==> config.mk <==
export PLATFORM = sky130hd
export DESIGN_NAME = vgsc_front
export DESIGN_NICKNAME = d
export VERILOG_FILES = /design/src/design/vgsc_pkg.sv /design/src/design/vgsc_front.sv
export SDC_FILE = /design/constraint.sdc
export NUM_CORES = 1
export LEC_CHECK = 0
export BUFFER_PORTS_ARGS = -buffer_cell sky130_fd_sc_hd__buf_2
export CORE_MARGIN = 10
export CORE_UTILIZATION = 46
export CTS_CLUSTER_DIAMETER = 200
export DETAILED_ROUTE_END_ITERATION = 8
export PLACE_DENSITY = 0.95
export SKIP_LAST_GASP = 1
export SLEW_MARGIN = 10
export SYNTH_ARGS = -nofsm -noshare
export SYNTH_HDL_FRONTEND = slang
export SYNTH_SLANG_ARGS = --single-unit
==> constraint.sdc <==
create_clock -name i_clk -period 8.2 [get_ports i_clk]
set_clock_uncertainty 0.2 [all_clocks]
set_input_delay 1.64 -clock i_clk [delete_from_list [all_inputs] [get_ports i_clk]]
set_output_delay 1.64 -clock i_clk [all_outputs]
set_load 0.02 [all_outputs]
==> src/design/vgsc_pkg.sv <==
// shared types and constants for the voxel grid edit and sphere carve block
`timescale 1ns / 1ps

package vgsc_pkg;

    // operation codes carried in the mode field
    localparam logic [1:0] MODE_SET   = 2'd0;
    localparam logic [1:0] MODE_RDC   = 2'd1;
    localparam logic [1:0] MODE_RDS   = 2'd2;
    localparam logic [1:0] MODE_CARVE = 2'd3;

    // configuration register indexes
    localparam logic [1:0] REG_SIZE_X  = 2'd0;
    localparam logic [1:0] REG_SIZE_Y  = 2'd1;
    localparam logic [1:0] REG_SIZE_Z  = 2'd2;
    localparam logic [1:0] REG_DEFAULT = 2'd3;

    localparam int COORD_W  = 8;
    localparam int CENTER_W = 16;
    localparam int RADIUS_W = 14;

    // density codes
    localparam logic [1:0] DENS_NONE  = 2'b00;
    localparam logic [1:0] DENS_AIR   = 2'b01;
    localparam logic [1:0] DENS_SOLID = 2'b11;

    // classified command handed from the front end to the back end
    typedef struct packed {
        logic [1:0]            mode;
        logic                  in_cell;
        logic                  in_corner;
        logic [7:0]            x;
        logic [7:0]            y;
        logic [7:0]            z;
        logic [7:0]            new_type;
        logic [CENTER_W-1:0]   cx;
        logic [CENTER_W-1:0]   cy;
        logic [CENTER_W-1:0]   cz;
        logic [22:0]           r;
    } t_cmd;

endpackage

==> src/design/vgsc_front.sv <==
// front end: input beat capture, bounds classification and radius saturation
`timescale 1ns / 1ps

module vgsc_front #(
    parameter int TYPE_BITS  = 4,
    parameter int MAX_RADIUS = 64
) (
    input  logic                                i_clk,
    input  logic                                i_rst_n,
    input  logic                                i_valid,
    output logic                                o_ready,
    input  logic [1:0]                          i_mode,
    input  logic signed [vgsc_pkg::COORD_W-1:0] i_coord_x,
    input  logic signed [vgsc_pkg::COORD_W-1:0] i_coord_y,
    input  logic signed [vgsc_pkg::COORD_W-1:0] i_coord_z,
    input  logic [3:0]                          i_new_type,
    input  logic signed [vgsc_pkg::CENTER_W-1:0] i_center_x,
    input  logic signed [vgsc_pkg::CENTER_W-1:0] i_center_y,
    input  logic signed [vgsc_pkg::CENTER_W-1:0] i_center_z,
    input  logic [vgsc_pkg::RADIUS_W-1:0]       i_radius,
    input  logic [7:0]                          i_size_x,
    input  logic [7:0]                          i_size_y,
    input  logic [7:0]                          i_size_z,
    output logic                                o_cmd_valid,
    input  logic                                i_cmd_ready,
    output vgsc_pkg::t_cmd                      o_cmd
);

    localparam logic [22:0] RMAX = 23'(MAX_RADIUS * 256);

    vgsc_pkg::t_cmd r_cmd, n_cmd;
    logic           r_vld;
    logic           w_cx, w_cy, w_cz, w_kx, w_ky, w_kz;

    assign o_ready     = !r_vld || i_cmd_ready;
    assign o_cmd_valid = r_vld;
    assign o_cmd       = r_cmd;

    // bounds tests; negative coordinates fail through the sign bit
    always_comb begin
        w_cx = !i_coord_x[7] && ({1'b0, i_coord_x} < {1'b0, i_size_x});
        w_cy = !i_coord_y[7] && ({1'b0, i_coord_y} < {1'b0, i_size_y});
        w_cz = !i_coord_z[7] && ({1'b0, i_coord_z} < {1'b0, i_size_z});
        w_kx = !i_coord_x[7] && ({1'b0, i_coord_x} <= {1'b0, i_size_x});
        w_ky = !i_coord_y[7] && ({1'b0, i_coord_y} <= {1'b0, i_size_y});
        w_kz = !i_coord_z[7] && ({1'b0, i_coord_z} <= {1'b0, i_size_z});
        n_cmd.mode      = i_mode;
        n_cmd.in_cell   = w_cx && w_cy && w_cz;
        n_cmd.in_corner = w_kx && w_ky && w_kz;
        n_cmd.x         = i_coord_x;
        n_cmd.y         = i_coord_y;
        n_cmd.z         = i_coord_z;
        n_cmd.new_type  = 8'(i_new_type & 4'((1 << TYPE_BITS) - 1));
        n_cmd.cx        = i_center_x;
        n_cmd.cy        = i_center_y;
        n_cmd.cz        = i_center_z;
        n_cmd.r         = (23'(i_radius) > RMAX) ? RMAX : 23'(i_radius);
    end

    // one-entry queue toward the back end
    always_ff @(posedge i_clk) begin
        if (!i_rst_n) begin
            r_vld <= 1'b0;
        end else if (o_ready) begin
            r_vld <= i_valid;
        end
        if (o_ready && i_valid) begin
            r_cmd <= n_cmd;
        end
    end

endmodule

**Word level (Yosys, flattened, before mapping)**

Index checks and enable logic that the tools add are counted.

- Register bits after elaboration: 95
- Input port bits: 120

- Magnitude comparators: 6
- Reduce and logical (&&, ||, !) cells: 16

Operator list:

| operator | count |
|---|---|
| <= comparator 8 bit | 3 |
| < comparator 8 bit | 3 |
| logical AND 1 bit | 11 |
| logical NOT 1 bit | 4 |
| logical OR 1 bit | 1 |

**Logic depth before layout (Yosys ltp)**

- Depth in word-level cells: 4
- Depth in mapped cells: 7
- Depth with buffers taken out: 7

**Worst setup path before layout**

Ideal clock, no wire load.

- Path type: in2reg
- From: input i_cmd_ready
- To: register r_cmd, in the netlist o_cmd[0], enable pin
- Setup time: 463 ps
- Arrival time: 4,114 ps
- Required time: 7,537 ps
- Path slack: 3,423 ps
- Stages: 2
- Buffers on the path: 0
- Cells stage by stage: nand2b_1 > and2_1

- Word-level cells in the longest chain between the ends: 2

Ends and longest elaborated chain:

| element | RTL line | source |
|---|---|---|
| start, declared | vgsc_front.sv:25 | `input logic i_cmd_ready,` |
| logical OR 1 bit | vgsc_front.sv:35 | `assign o_ready = !r_vld \|\| i_cmd_ready;` |
| logical AND 1 bit | vgsc_front.sv:67 | `if (o_ready && i_valid) begin` |
| end signal, assigned | vgsc_front.sv:68 | `r_cmd <= n_cmd;` |
| end, declared | vgsc_front.sv:31 | `vgsc_pkg::t_cmd r_cmd, n_cmd;` |

No other way between the ends.
A chain may end at the register's enable or synchronous reset.

**Final worst setup path**

- From: input i_cmd_ready
- To: output o_ready

- Word-level cells in the longest chain between the ends: 1

Ends and longest elaborated chain:

| element | RTL line | source |
|---|---|---|
| logical OR 1 bit | vgsc_front.sv:35 |  |
| end, declared | vgsc_front.sv:11 | `output logic o_ready,` |

No other way between the ends.

==> metrics.txt <==
# TYPE chip_impl_metric gauge
chip_impl_info{name="outcome",value="complete, no violations"} 1
chip_impl_metric{name="design.portCount",unit=""} 229
chip_impl_metric{name="clock_tree.buffer_depth",unit=""} 2
chip_impl_metric{name="clkLatencyLatePin",unit="ns"} 0.35
chip_impl_info{name="worst_setup_path_end_kind",value="output port"} 1
chip_impl_metric{name="cts_num_sinks",unit=""} 95
chip_impl_metric{name="cts_resized",unit=""} 0
chip_impl_metric{name="instance_count_after_placement_with_tap_cells_included",unit=""} 518
chip_impl_metric{name="die_area",unit="µm²"} 11800
chip_impl_metric{name="synth_enable_flop_cells",unit=""} 94
chip_impl_metric{name="maxSlewHeadroom",unit="%"} 20.0
chip_impl_metric{name="ant_nets",unit=""} 0
chip_impl_metric{name="cts_setup_buffers",unit=""} 0
chip_impl_metric{name="power_switching_share",unit="%"} 24.9
chip_impl_metric{name="drv_slew",unit=""} 0
chip_impl_info{name="synth_area_leader",value="sky130_fd_sc_hd__edfxtp_1"} 1
chip_impl_metric{name="htree_num_levels",unit=""} 3
chip_impl_metric{name="detail_route.wirelength",unit="µm"} 10900
chip_impl_metric{name="power.net_switching",unit="µW"} 263
chip_impl_info{name="postSynth.topFlopCell",value="sky130_fd_sc_hd__edfxtp_1"} 1
chip_impl_metric{name="synth_cell_types",unit=""} 24
chip_impl_metric{name="global_route.usage.total",unit="%"} 17.7
chip_impl_metric{name="first_iter_violations",unit=""} 161
chip_impl_info{name="netlist_top_cells_area",value="sky130_fd_sc_hd__edfxtp_1 (78%), sky130_fd_sc_hd__ha_1 (8.3%), sky130_fd_sc_hd__buf_4 (2.7%), sky130_fd_sc_hd__inv_1 (2.7%), sky130_fd_sc_hd__a21oi_1 (1.1%)"} 1
chip_impl_metric{name="post-layout-total-power",unit="µW"} 1060
chip_impl_metric{name="synthCells",unit=""} 202
chip_impl_metric{name="arrival",unit="ns"} 2.07
chip_impl_metric{name="place_congestion",unit=""} 0.872
chip_impl_metric{name="grt_max_degree",unit=""} 95
chip_impl_metric{name="finalHoldWorstSlack",unit="ns"} 0.365
chip_impl_metric{name="pd_cells",unit="nW/µm²"} 212
chip_impl_metric{name="synth_area",unit="µm²"} 3600
chip_impl_info{name="cp-start-kind",value="primary input"} 1
chip_impl_metric{name="cts-hold-fix-buffers",unit=""} 0
chip_impl_metric{name="final.setup.worst_slack",unit="ns"} 4.29
chip_impl_info{name="global_route.peak_usage_layer",value="met2"} 1
chip_impl_metric{name="cts_inserted_buffers",unit=""} 9
chip_impl_metric{name="period_share",unit="%"} 47.7
chip_impl_metric{name="first_pass_iters",unit=""} 4
chip_impl_metric{name="die_height",unit="µm"} 108
chip_impl_metric{name="post_synth.cell_area_avg",unit="µm²"} 17.8
chip_impl_metric{name="synthesis.yosys.warnings",unit=""} 0
chip_impl_metric{name="synth_sequential_area_ratio",unit="%"} 78.9
chip_impl_metric{name="grt_pass1_wl",unit="µm"} 15500
chip_impl_info{name="yosys.cell_count.top_type",value="sky130_fd_sc_hd__edfxtp_1"} 1
chip_impl_metric{name="detail_route.drc_violations",unit=""} 0
chip_impl_metric{name="groute.layer.met2.usage",unit="%"} 31.8
chip_impl_metric{name="final_hpwl_from_detailed_placement",unit="µm"} 8970
chip_impl_metric{name="reg2regPathDepth",unit=""} 2
chip_impl_metric{name="synth-async-reset-ratio",unit="%"} 0
chip_impl_metric{name="crit_fanout",unit=""} 3
chip_impl_metric{name="power_frac_clock",unit="%"} 32.1
chip_impl_metric{name="area.growth.synth_to_final",unit="%"} 38.2
chip_impl_info{name="clk_root_buffer_cell",value="sky130_fd_sc_hd__clkbuf_8"} 1
chip_impl_metric{name="combPwrFrac",unit="%"} 13.5
chip_impl_info{name="worst_path_class_setup",value="in2out"} 1
chip_impl_metric{name="routed-via-count",unit=""} 2498
chip_impl_info{name="netlist_top_cells_count",value="sky130_fd_sc_hd__edfxtp_1 (94), sky130_fd_sc_hd__inv_1 (26), sky130_fd_sc_hd__ha_1 (24)"} 1
chip_impl_metric{name="synth.ff_latch_count",unit=""} 95
chip_impl_metric{name="rows",unit=""} 32
chip_impl_metric{name="worst-r2r-setup-slack",unit="ns"} 6.17
chip_impl_metric{name="met3_global_route_usage",unit="%"} 7.97
chip_impl_metric{name="layout-drive-gt1-share",unit="%"} 54.2
chip_impl_metric{name="cp.required",unit="ns"} 6.36
chip_impl_metric{name="hold_depth",unit=""} 2
chip_impl_metric{name="fmax",unit="MHz"} 256
chip_impl_info{name="crit-reg2reg-capture",value="o_cmd[82]"} 1
chip_impl_metric{name="detail_route.vias_per_cell",unit=""} 4.67
chip_impl_metric{name="grt_util_met1",unit="%"} 18.6
chip_impl_metric{name="seq_power_share",unit="%"} 54.4
chip_impl_metric{name="antenna_found_initial",unit=""} 0
chip_impl_info{name="worst_hold_startpoint",value="o_cmd_valid"} 1
chip_impl_info{name="tritoncts",value="built"} 1
chip_impl_metric{name="hold_viol",unit=""} 0
chip_impl_info{name="timing.hold.worst_endpoint",value="o_cmd_valid"} 1
chip_impl_metric{name="final_cells",unit=""} 535
chip_impl_info{name="reg2reg_from",value="o_cmd_valid"} 1
chip_impl_metric{name="fillerInstances",unit=""} 591
chip_impl_metric{name="finalSetupViolCount",unit=""} 0
chip_impl_metric{name="power.leakage",unit="µW"} 0.00230
chip_impl_metric{name="worst_slew_pin_slew",unit="ns"} 1.20
chip_impl_info{name="setup_repair_after_global_routing_missed_its_margin",value="false"} 1
chip_impl_metric{name="post-route-min-period",unit="ns"} 3.91
chip_impl_metric{name="num-nets-final",unit=""} 571
chip_impl_metric{name="dpl_worst_slack",unit="ns"} 4.29
chip_impl_metric{name="max-vdd-ir-drop",unit="mV"} 0.0900
chip_impl_metric{name="grt_remaining_overflow",unit=""} 0
chip_impl_metric{name="clkTransAtPathRegs",unit="ns"} 0.10
chip_impl_metric{name="chipWidth",unit="µm"} 108
chip_impl_metric{name="portBuffers",unit=""} 215
chip_impl_metric{name="internal_power",unit="µW"} 793
chip_impl_metric{name="wl_per_cell",unit="µm"} 20.4
chip_impl_metric{name="synth_top_area_share",unit="%"} 78.4
chip_impl_metric{name="first_global_vias",unit=""} 2693
chip_impl_metric{name="maxCapViolCount",unit=""} 0
chip_impl_metric{name="initial_utilization",unit="%"} 46.8
chip_impl_metric{name="tns",unit="ns"} 0
chip_impl_info{name="min_path_type",value="reg2reg"} 1
chip_impl_metric{name="fp.coreArea",unit="µm²"} 7690
==> per-layer routing <==
metal | wire length [µm] | up-vias
met5 | 0 | -
met4 | 66 | 0
met3 | 1240 | 5
met2 | 5720 | 135
met1 | 3910 | 1179
li1 | - | 1179
==> critical path, stage by stage <==
cell and delay [ns]:
sky130_fd_sc_hd__buf_2 0.09, sky130_fd_sc_hd__nand2b_1 0.16, sky130_fd_sc_hd__buf_2 0.18
==> layout by cell type, fill, tap and decap left out, drive strengths merged, types with 2 or more instances in the layout <==
cell type	count
buf	215
edfxtp	94
inv	28
ha	24
conb	13
clkbuf	10
a21oi	8
nand4	5
nand2	4
o21ai	4
nor2	3
or3	3
a211oi	2
nor2b	2
o211ai	2
nand2b	2
clkinvlp	2
bufinv	2
==> power groups by stage <==
| stage | Clock, µW | Combinational (µW) | Sequential [µW] |
|---|---|---|---|
| detailed placement | 0 | 144 | 586 |
| floorplan | 0 | 41.1 | 624 |
| global placement | 0 | 138 | 583 |
| CTS | 345 | 144 | 575 |
| finish | 339 | 142 | 574 |
| global route | 368 | 155 | 577 |
==> worst max-delay path by stage <==
stage                 from  endpoint  cells past startpoint
2_1_floorplan  i_cmd_ready  o_cmd[0]                      2
4_1_cts        i_cmd_ready   o_ready                      3
5_1_grt        i_cmd_ready   o_ready                      3
6_report       i_cmd_ready   o_ready                      3
3_3_place_gp   i_cmd_ready   o_ready                      3
3_5_place_dp   i_cmd_ready   o_ready                      3
==> state kept, by name, indices dropped and copies added, names as in the netlist <==
| name | count |
|---|---|
| o_cmd_valid | 1 |
| o_cmd | 94 |
==> kinds of logic after synthesis <==
group / Yosys count / synth area share [%]
AND/OR/NAND/NOR: 23 / 3.61
buffers and inverters: 39 / 5.42
AO/OA/AOI/OAI: 20 / 3.58
other: 1 / 0.104
flip-flops: 95 / 78.9
adder cells (fa/ha/maj): 24 / 8.34
==> area by class of cell <==
type                            count  area, µm²  share of cell area (%)
Multi-Input combinational cell     80        611                    12.3
Clock buffer                       10        128                    2.56
Tap cell                          102        128                    2.56
Clock inverter                      6       92.6                    1.86
Sequential cell                    95       2840                    57.1
Timing Repair Buffer              215       1080                    21.6
Antenna cell                        1       2.50                  0.0503
Inverter                           26       97.6                    1.96
==> stage by stage <==
step	utilization, %	instance area (µm²)
after floorplan	-	3650
after global placement	61.8	4750
after detailed placement	61.8	4750
after CTS	64.7	4970
after global routing	64.7	4970
final	64.7	4980
No activity file was read; power rests on OpenSTA's default activity.
